### config.mk
export PLATFORM = sky130hd
export DESIGN_NAME = png_chunk_deframer_crc32
export DESIGN_NICKNAME = d
export VERILOG_FILES = /design/src/rtl/pcd_pkg.sv /design/src/rtl/pcd_front.sv /design/src/rtl/pcd_back.sv /design/src/rtl/png_chunk_deframer_crc32.sv
export SDC_FILE = /design/constraint.sdc
export NUM_CORES = 1
export LEC_CHECK = 0
export ABC_AREA = 1
export BUFFER_PORTS_ARGS = -buffer_cell sky130_fd_sc_hd__buf_2
export CELL_PAD_IN_SITES_DETAIL_PLACEMENT = 1
export CELL_PAD_IN_SITES_GLOBAL_PLACEMENT = 1
export CORE_UTILIZATION = 48
export CTS_CLUSTER_DIAMETER = 50
export DETAILED_ROUTE_END_ITERATION = 16
export GPL_TIMING_DRIVEN = 0
export PLACE_DENSITY = 0.83
export SLEW_MARGIN = 40
export SYNTH_ARGS = -nofsm -noshare
export SYNTH_HDL_FRONTEND = slang
export SYNTH_SLANG_ARGS = --single-unit
export TNS_END_PERCENT = 50
### constraint.sdc
create_clock -name clk -period 7.7 [get_ports clk]
set_input_delay 1.54 -clock clk [delete_from_list [all_inputs] [get_ports clk]]
set_output_delay 1.54 -clock clk [all_outputs]
set_load 0.02 [all_outputs]
### src/rtl/pcd_pkg.sv
`timescale 1ns / 1ps
package pcd_pkg;

  localparam logic [31:0] CRC_POLY_REFL = 32'hEDB88320;
  localparam logic [31:0] CRC_ALL_ONES  = 32'hFFFFFFFF;
  localparam logic [30:0] MAX_LEN_RESET = 31'h7FFFFFFF;

  localparam logic [2:0] K_HEADER  = 3'd0;
  localparam logic [2:0] K_DATA    = 3'd1;
  localparam logic [2:0] K_CRCBYTE = 3'd2;
  localparam logic [2:0] K_OK      = 3'd3;
  localparam logic [2:0] K_CRCERR  = 3'd4;
  localparam logic [2:0] K_LENERR  = 3'd5;

  // op code decided by the front end
  localparam logic OP_BYTE    = 1'b0;
  localparam logic OP_RESTART = 1'b1;

  typedef struct packed {
    logic       op;
    logic [7:0] data;
  } item_t;

  typedef struct packed {
    logic [30:0] chunk_length;
    logic [31:0] chunk_kind;
    logic [7:0]  data_out;
    logic [2:0]  kind;
    logic        last;
  } result_t;

  // one byte of reflected crc-32, lsb first
  function automatic logic [31:0] crc32_byte(input logic [31:0] crc, input logic [7:0] b);
    logic [31:0] c;
    c = crc ^ {24'd0, b};
    for (int i = 0; i < 8; i++) begin
      c = c[0] ? ((c >> 1) ^ CRC_POLY_REFL) : (c >> 1);
    end
    return c;
  endfunction

endpackage

### src/rtl/pcd_front.sv
`timescale 1ns / 1ps
module pcd_front (
  input  logic          clk,
  input  logic          rst_n,
  input  logic          in_tvalid,
  output logic          in_tready,
  input  logic [7:0]    in_tdata,
  input  logic          in_tuser,
  output logic          q_valid,
  output pcd_pkg::item_t q_item,
  input  logic          q_pop
);
  import pcd_pkg::*;

  item_t       slot_r [2];
  logic        wr_ptr_r, wr_ptr_nxt;
  logic        rd_ptr_r, rd_ptr_nxt;
  logic [1:0]  count_r, count_nxt;
  logic        push;
  item_t       cls;

  // classify: restart drops the byte
  always_comb begin
    cls.op   = in_tuser ? OP_RESTART : OP_BYTE;
    cls.data = in_tuser ? 8'd0 : in_tdata;
  end

  assign in_tready = (count_r != 2'd2);
  assign push      = in_tvalid && in_tready;
  assign q_valid   = (count_r != 2'd0);
  assign q_item    = slot_r[rd_ptr_r];

  always_comb begin
    wr_ptr_nxt = push ? ~wr_ptr_r : wr_ptr_r;
    rd_ptr_nxt = q_pop ? ~rd_ptr_r : rd_ptr_r;
    count_nxt  = count_r + {1'b0, push} - {1'b0, q_pop};
  end

  always_ff @(posedge clk) begin
    if (!rst_n) begin
      wr_ptr_r <= 1'b0;
      rd_ptr_r <= 1'b0;
      count_r  <= 2'd0;
    end else begin
      wr_ptr_r <= wr_ptr_nxt;
      rd_ptr_r <= rd_ptr_nxt;
      count_r  <= count_nxt;
    end
  end

  always_ff @(posedge clk) begin
    if (push) begin
      slot_r[wr_ptr_r] <= cls;
    end
  end

endmodule

### src/rtl/pcd_back.sv
`timescale 1ns / 1ps
module pcd_back (
  input  logic            clk,
  input  logic            rst_n,
  input  logic            cfg_valid,
  input  logic [30:0]     cfg_data,
  input  logic            q_valid,
  input  pcd_pkg::item_t  q_item,
  output logic            q_pop,
  output logic            res_valid,
  output pcd_pkg::result_t res,
  input  logic            res_ready
);
  import pcd_pkg::*;

  localparam logic [1:0] PH_LENGTH = 2'd0;
  localparam logic [1:0] PH_TYPE   = 2'd1;
  localparam logic [1:0] PH_DATA   = 2'd2;
  localparam logic [1:0] PH_CRC    = 2'd3;

  logic [30:0] max_len_r;
  logic [1:0]  phase_r, phase_nxt;
  logic [1:0]  idx_r, idx_nxt;
  logic [31:0] len_r, len_nxt;
  logic [30:0] left_r, left_nxt;
  logic [31:0] type_r, type_nxt;
  logic [31:0] crc_r, crc_nxt;
  logic [31:0] rx_r, rx_nxt;
  logic        halt_r, halt_nxt;
  logic        valid_r;
  result_t     res_r, res_nxt;
  logic [31:0] len_base;
  logic [31:0] crc_upd;
  logic [7:0]  b;

  assign q_pop     = q_valid && (!valid_r || res_ready);
  assign res_valid = valid_r;
  assign res       = res_r;
  assign b         = q_item.data;
  assign crc_upd   = crc32_byte(crc_r, b);
  assign len_base  = (idx_r == 2'd0) ? 32'd0 : len_r;

  always_comb begin
    phase_nxt = phase_r;
    idx_nxt   = idx_r;
    len_nxt   = len_r;
    left_nxt  = left_r;
    type_nxt  = type_r;
    crc_nxt   = crc_r;
    rx_nxt    = rx_r;
    halt_nxt  = halt_r;
    res_nxt.kind     = K_HEADER;
    res_nxt.data_out = 8'd0;
    res_nxt.last     = 1'b0;
    if (q_item.op == OP_RESTART) begin
      phase_nxt = PH_LENGTH;
      idx_nxt   = 2'd0;
      len_nxt   = 32'd0;
      left_nxt  = 31'd0;
      type_nxt  = 32'd0;
      crc_nxt   = CRC_ALL_ONES;
      rx_nxt    = 32'd0;
      halt_nxt  = 1'b0;
    end else if (halt_r) begin
      res_nxt.kind = K_LENERR;
    end else begin
      unique case (phase_r)
        PH_LENGTH: begin
          if (idx_r == 2'd0) begin
            type_nxt = 32'd0;
            rx_nxt   = 32'd0;
            crc_nxt  = CRC_ALL_ONES;
          end
          len_nxt = {len_base[23:0], b};
          if (idx_r == 2'd3) begin
            idx_nxt = 2'd0;
            if (len_nxt > {1'b0, max_len_r}) begin
              res_nxt.kind = K_LENERR;
              res_nxt.last = 1'b1;
              halt_nxt     = 1'b1;
            end else begin
              phase_nxt = PH_TYPE;
            end
          end else begin
            idx_nxt = idx_r + 2'd1;
          end
        end
        PH_TYPE: begin
          type_nxt = {type_r[23:0], b};
          crc_nxt  = crc_upd;
          if (idx_r == 2'd3) begin
            idx_nxt   = 2'd0;
            left_nxt  = len_r[30:0];
            phase_nxt = (len_r[30:0] == 31'd0) ? PH_CRC : PH_DATA;
          end else begin
            idx_nxt = idx_r + 2'd1;
          end
        end
        PH_DATA: begin
          res_nxt.kind     = K_DATA;
          res_nxt.data_out = b;
          crc_nxt          = crc_upd;
          left_nxt         = left_r - 31'd1;
          if (left_nxt == 31'd0) begin
            phase_nxt = PH_CRC;
          end
        end
        PH_CRC: begin
          rx_nxt = {rx_r[23:0], b};
          if (idx_r == 2'd3) begin
            idx_nxt      = 2'd0;
            res_nxt.kind = (rx_nxt == ~crc_r) ? K_OK : K_CRCERR;
            res_nxt.last = 1'b1;
            phase_nxt    = PH_LENGTH;
          end else begin
            res_nxt.kind = K_CRCBYTE;
            idx_nxt      = idx_r + 2'd1;
          end
        end
      endcase
    end
    res_nxt.chunk_kind   = type_nxt;
    res_nxt.chunk_length = len_nxt[30:0];
  end

  always_ff @(posedge clk) begin
    if (!rst_n) begin
      max_len_r <= MAX_LEN_RESET;
      phase_r   <= PH_LENGTH;
      idx_r     <= 2'd0;
      len_r     <= 32'd0;
      left_r    <= 31'd0;
      type_r    <= 32'd0;
      crc_r     <= CRC_ALL_ONES;
      rx_r      <= 32'd0;
      halt_r    <= 1'b0;
      valid_r   <= 1'b0;
    end else begin
      if (cfg_valid) begin
        max_len_r <= cfg_data;
      end
      if (q_pop) begin
        phase_r <= phase_nxt;
        idx_r   <= idx_nxt;
        len_r   <= len_nxt;
        left_r  <= left_nxt;
        type_r  <= type_nxt;
        crc_r   <= crc_nxt;
        rx_r    <= rx_nxt;
        halt_r  <= halt_nxt;
        valid_r <= 1'b1;
      end else if (res_ready) begin
        valid_r <= 1'b0;
      end
    end
  end

  always_ff @(posedge clk) begin
    if (q_pop) begin
      res_r <= res_nxt;
    end
  end

endmodule

### src/rtl/png_chunk_deframer_crc32.sv
`timescale 1ns / 1ps
// png chunk deframer with crc-32 check. every accepted byte item gives exactly one
// result item: its class (header, data, crc byte, chunk ok, crc error, length error),
// the data byte, and the chunk type and length seen so far. the reflected crc-32
// runs over type and data bytes and is checked on the fourth crc byte. a length above
// max_chunk_length reports a length error and halts until an item with restart set.
// throughput is one item per clock while out_tready is high: the crc update is a
// byte-wide xor network in the parser stage, and a two-entry queue plus an output
// register separate the ports. an accepted item is written into the queue and is
// then popped into the output register that drives the result.
// cfg writes are always taken and should only happen while the block is idle.
module png_chunk_deframer_crc32 (
  input  logic        clk,
  input  logic        rst_n,
  // configuration: max_chunk_length
  input  logic        cfg_valid,
  output logic        cfg_ready,
  input  logic [30:0] cfg_data,
  // input stream
  input  logic        in_tvalid,
  output logic        in_tready,
  input  logic [7:0]  in_tdata,   // [7:0] byte_in
  input  logic        in_tuser,   // [0] restart
  // result stream
  output logic        out_tvalid,
  input  logic        out_tready,
  output logic [71:0] out_tdata,  // [7:0] data_out, [39:8] chunk_kind,
                                  // [70:40] chunk_length, [71] zero
  output logic [2:0]  out_tuser,  // [2:0] kind
  output logic        out_tlast
);
  import pcd_pkg::*;

  logic    q_valid;
  item_t   q_item;
  logic    q_pop;
  result_t res;

  assign cfg_ready = 1'b1;

  // front end: accepts items, tags restart, buffers two entries
  pcd_front u_front (
    .clk       (clk),
    .rst_n     (rst_n),
    .in_tvalid (in_tvalid),
    .in_tready (in_tready),
    .in_tdata  (in_tdata),
    .in_tuser  (in_tuser),
    .q_valid   (q_valid),
    .q_item    (q_item),
    .q_pop     (q_pop)
  );

  // back end: chunk parser, crc and output register
  pcd_back u_back (
    .clk       (clk),
    .rst_n     (rst_n),
    .cfg_valid (cfg_valid),
    .cfg_data  (cfg_data),
    .q_valid   (q_valid),
    .q_item    (q_item),
    .q_pop     (q_pop),
    .res_valid (out_tvalid),
    .res       (res),
    .res_ready (out_tready)
  );

  assign out_tdata = {1'b0, res.chunk_length, res.chunk_kind, res.data_out};
  assign out_tuser = res.kind;
  assign out_tlast = res.last;

  // last only closes a chunk with a verdict
  a_last_kind: assert property (@(posedge clk) disable iff (!rst_n)
    out_tvalid && out_tlast |->
      (out_tuser == K_OK) || (out_tuser == K_CRCERR) || (out_tuser == K_LENERR))
    else $error("last on a non-terminal kind");

  // data byte is zero except on data items
  a_data_zero: assert property (@(posedge clk) disable iff (!rst_n)
    out_tvalid && (out_tuser != K_DATA) |-> (out_tdata[7:0] == 8'd0))
    else $error("data_out nonzero outside data item");

  // kind never takes an unused code
  a_kind_range: assert property (@(posedge clk) disable iff (!rst_n)
    out_tvalid |-> (out_tuser != 3'd6) && (out_tuser != 3'd7))
    else $error("illegal kind code");

endmodule
==> impl_metrics.tcl <==
set metrics [dict create \
    drv_slew 0 \
    die_area_sq_um 31100 \
    final-seq-area_sq_um 6640 \
    worst-endpoint-arrival_ps 4070 \
    yosysWarningCount 0 \
    synth_enable_flop_cells 93 \
    cp_capture_type "flip-flop" \
    average_wire_per_standard_cell_um 20.5 \
    required_ps 8130 \
    power_report.internal_total_mw 4.85 \
    clk_pin_slew_worst_paths_ps 70 \
    run_status "complete, no violations" \
    synth_seq_area_share 0.454 \
    floorplan.initialDensity 0.490 \
    timing.setup.critical_path_class "reg2reg" \
    power.leakage_nw 7.20 \
    via_count_of_the_first_global_routing_pass 14512 \
    design.core.area_sq_um 29800 \
    combPwrFrac 0.535 \
    hold_path.startpoint "u_back.len_r[16]" \
    detailedPlace.worstSlack_ps 3770 \
    hold_buffers 0 \
    floorplan.die.height_um 176 \
    cts_repair_resize_count 0 \
    finalSetupViolCount 0 \
    drt-total-wl_um 50000 \
    ir_drop_mv 0.382 \
    timing.critical_path.from_type "flip-flop" \
    gr-total-overflow 0 \
    p_sw_mw 4.52 \
    synthArstFlopShare 0 \
    num_antenna_cells 0 \
    max_slew.worst_pin.slew_ps 828 \
    insertion_delay_ps 530 \
    ioPinCount 124 \
    setup_ws_ps 4050 \
    hold_slack_ps 467 \
    grt_setup_unrepaired "false" \
    hp-class "reg2reg" \
    drc_errors 0 \
    worstReg2RegStart "u_back.idx_r[0]" \
    dp_hpwl_um 36300 \
    synth.avg_cell_area_sq_um 7.86 \
    share_seq_of_total_power 0.262 \
    detail_route.first_pass.iterations 6 \
    crit_path_start "u_back.idx_r[0]" \
    power.density_nw_per_um2 548 \
    maxSlewHeadroom 0.448 \
    clk_root_buffer_cell "sky130_fd_sc_hd__clkbuf_16" \
    fin_worst_skew_ps 24.7 \
    total_area_of_multi_input_combinational_cells_sq_um 6890 \
    final-hold-violation-count 0 \
    instances_no_fill 2440 \
    initial_antenna_violation_count 0 \
    dominantRegCellSynth "sky130_fd_sc_hd__dfxtp_1" \
    drtAntennaViolNets 0 \
    grt.total_usage 0.324 \
    switching_share 0.483 \
    cts-root-to-sink-buffers 3 \
    synth_seq_cells 285 \
    most-common-layout-cells "sky130_fd_sc_hd__nand2_1, sky130_fd_sc_hd__a21oi_1, sky130_fd_sc_hd__nor2_1" \
    finalCritPeriodShare 0.474 \
    cts_inserted_buffers 38 \
    post-route-util 0.574 \
    grt_pass1_wl_um 78300 \
    syn2layout_area_growth_pct 17.1 \
    fin_nets 2110 \
    max_cap_violations 0 \
    place.gp.congestion 0.895 \
    final.fill_count 3735 \
    place_area_sq_um 15700 \
    post_route_cells_drive_above_1_share 0.121 \
    portBuffers 119 \
    cts_tree "done" \
    netlist_area_sq_um 14600 \
    tns_ps 0 \
    numPlacedInstances 2370 \
    clock-sinks 285 \
    fmaxAchievable_mhz 274 \
    post-route-cell-area_sq_um 17100 \
    die_w_um 176 \
    placement_rows 63 \
    drt-initial-drc-count 782 \
    grt_max_degree 32 \
    finalPower_mw 9.37 \
    worstPathMaxFanout 10 \
    viasPerCell 5.64 \
    htreeDepth 2 \
    post_cts_buffers 0 \
    synthesis.nets 1949 \
    finalWorstPathRequiredPeriod_ps 3650 \
    routed-via-count 13759 \
    post_synth_num_cell_types 49 \
    clkPwrFrac 0.203 \
    netlist_instances 1859 \
    mostFrequentLayoutCell "sky130_fd_sc_hd__nand2_1" \
]
flip-flops by register name, summed over array words and instances, names as in the netlist, 18 cells and up, named ones only:
signal	flops
u_back.crc_r	32
u_back.left_r	31
u_back.len_r	31
u_back.max_len_r	31
u_back.res	75
u_back.rx_r	24
u_back.type_r	32
u_front.slot_r	18
logic make-up after synthesis:
group | synth area share
and+or+nand+nor | 0.204
buffers and inverters | 0.0739
DFF | 0.454
AOI/OAI and AO/OA | 0.168
adders and majority gates | 0.0386
other | 0.000514
xor gates and xnor gates | 0.0605
cells in the mapped netlist, drive strengths merged, types with 4 or more instances:
cell type	instances	area, sq um
nor3	7	35.0
nand4	21	131
dfxtp	192	3840
buf	13	73.8
o211ai	33	248
inv	183	694
o22ai	4	25.0
clkbuf	81	304
a211oi	10	75.1
a21oi	239	1200
o21ai	161	806
xnor2	29	325
nor4	7	43.8
ha	45	563
nand3b	19	143
edfxtp	93	2790
nand3	35	175
nor2	212	801
xor2	53	558
nand2	404	1640
worst paths after layout:
| check | slack [ps] | cells past startpoint | endpoint |
|---|---|---|---|
| setup / recovery | 4050 | 17 | u_back.phase_r[0] |
| hold / removal | 470 | 2 | u_back.len_r[16] |
| setup reg to reg | 4050 | 17 | u_back.phase_r[0] |
| hold reg to reg | 470 | 2 | u_back.len_r[16] |
power groups by stage:
stage          Clock (mW)  Sequential, mW  Combinational, mW
2_1_floorplan           0            2.63               3.21
3_5_place_dp            0            2.46               4.85
3_3_place_gp            0            2.47               4.62
6_report             1.90            2.45               5.01
4_1_cts              1.92            2.45               4.97
5_1_grt              1.98            2.50               5.45
area by class of cell:
type,count,area share
buffer,94,0.0223
clock buffer,43,0.0585
clock inverter,27,0.0206
inverter,185,0.0411
multi-input combinational,1295,0.403
sequential,285,0.388
tap,390,0.0285
timing repair buffer,121,0.0376
critical path, cell delays in order, from the launching register on:
cell and delay, ps:
sky130_fd_sc_hd__dfxtp_1 320, sky130_fd_sc_hd__inv_1 100, sky130_fd_sc_hd__ha_1 160, sky130_fd_sc_hd__clkbuf_1 350, sky130_fd_sc_hd__clkbuf_1 470, sky130_fd_sc_hd__nor2_1 190
sky130_fd_sc_hd__ha_1 340, sky130_fd_sc_hd__nand3_1 80, sky130_fd_sc_hd__a21oi_1 160, sky130_fd_sc_hd__nand2_1 100, sky130_fd_sc_hd__nor2_1 260, sky130_fd_sc_hd__nand4_1 220
sky130_fd_sc_hd__nand2_1 120, sky130_fd_sc_hd__nand2_1 50, sky130_fd_sc_hd__a21oi_1 330, sky130_fd_sc_hd__nand3_1 140, sky130_fd_sc_hd__nand2_1 100, sky130_fd_sc_hd__nor2_1 50
metal layers:
layer  global-route usage  part of all wire  up-vias
li1                     -                 -     6464
met1                0.389              0.41     6742
met2                0.578              0.50      412
met3               0.0437             0.047      141
met4                0.135             0.040        0
met5                    0                 0        -
Power figures use the tool's default switching activity.
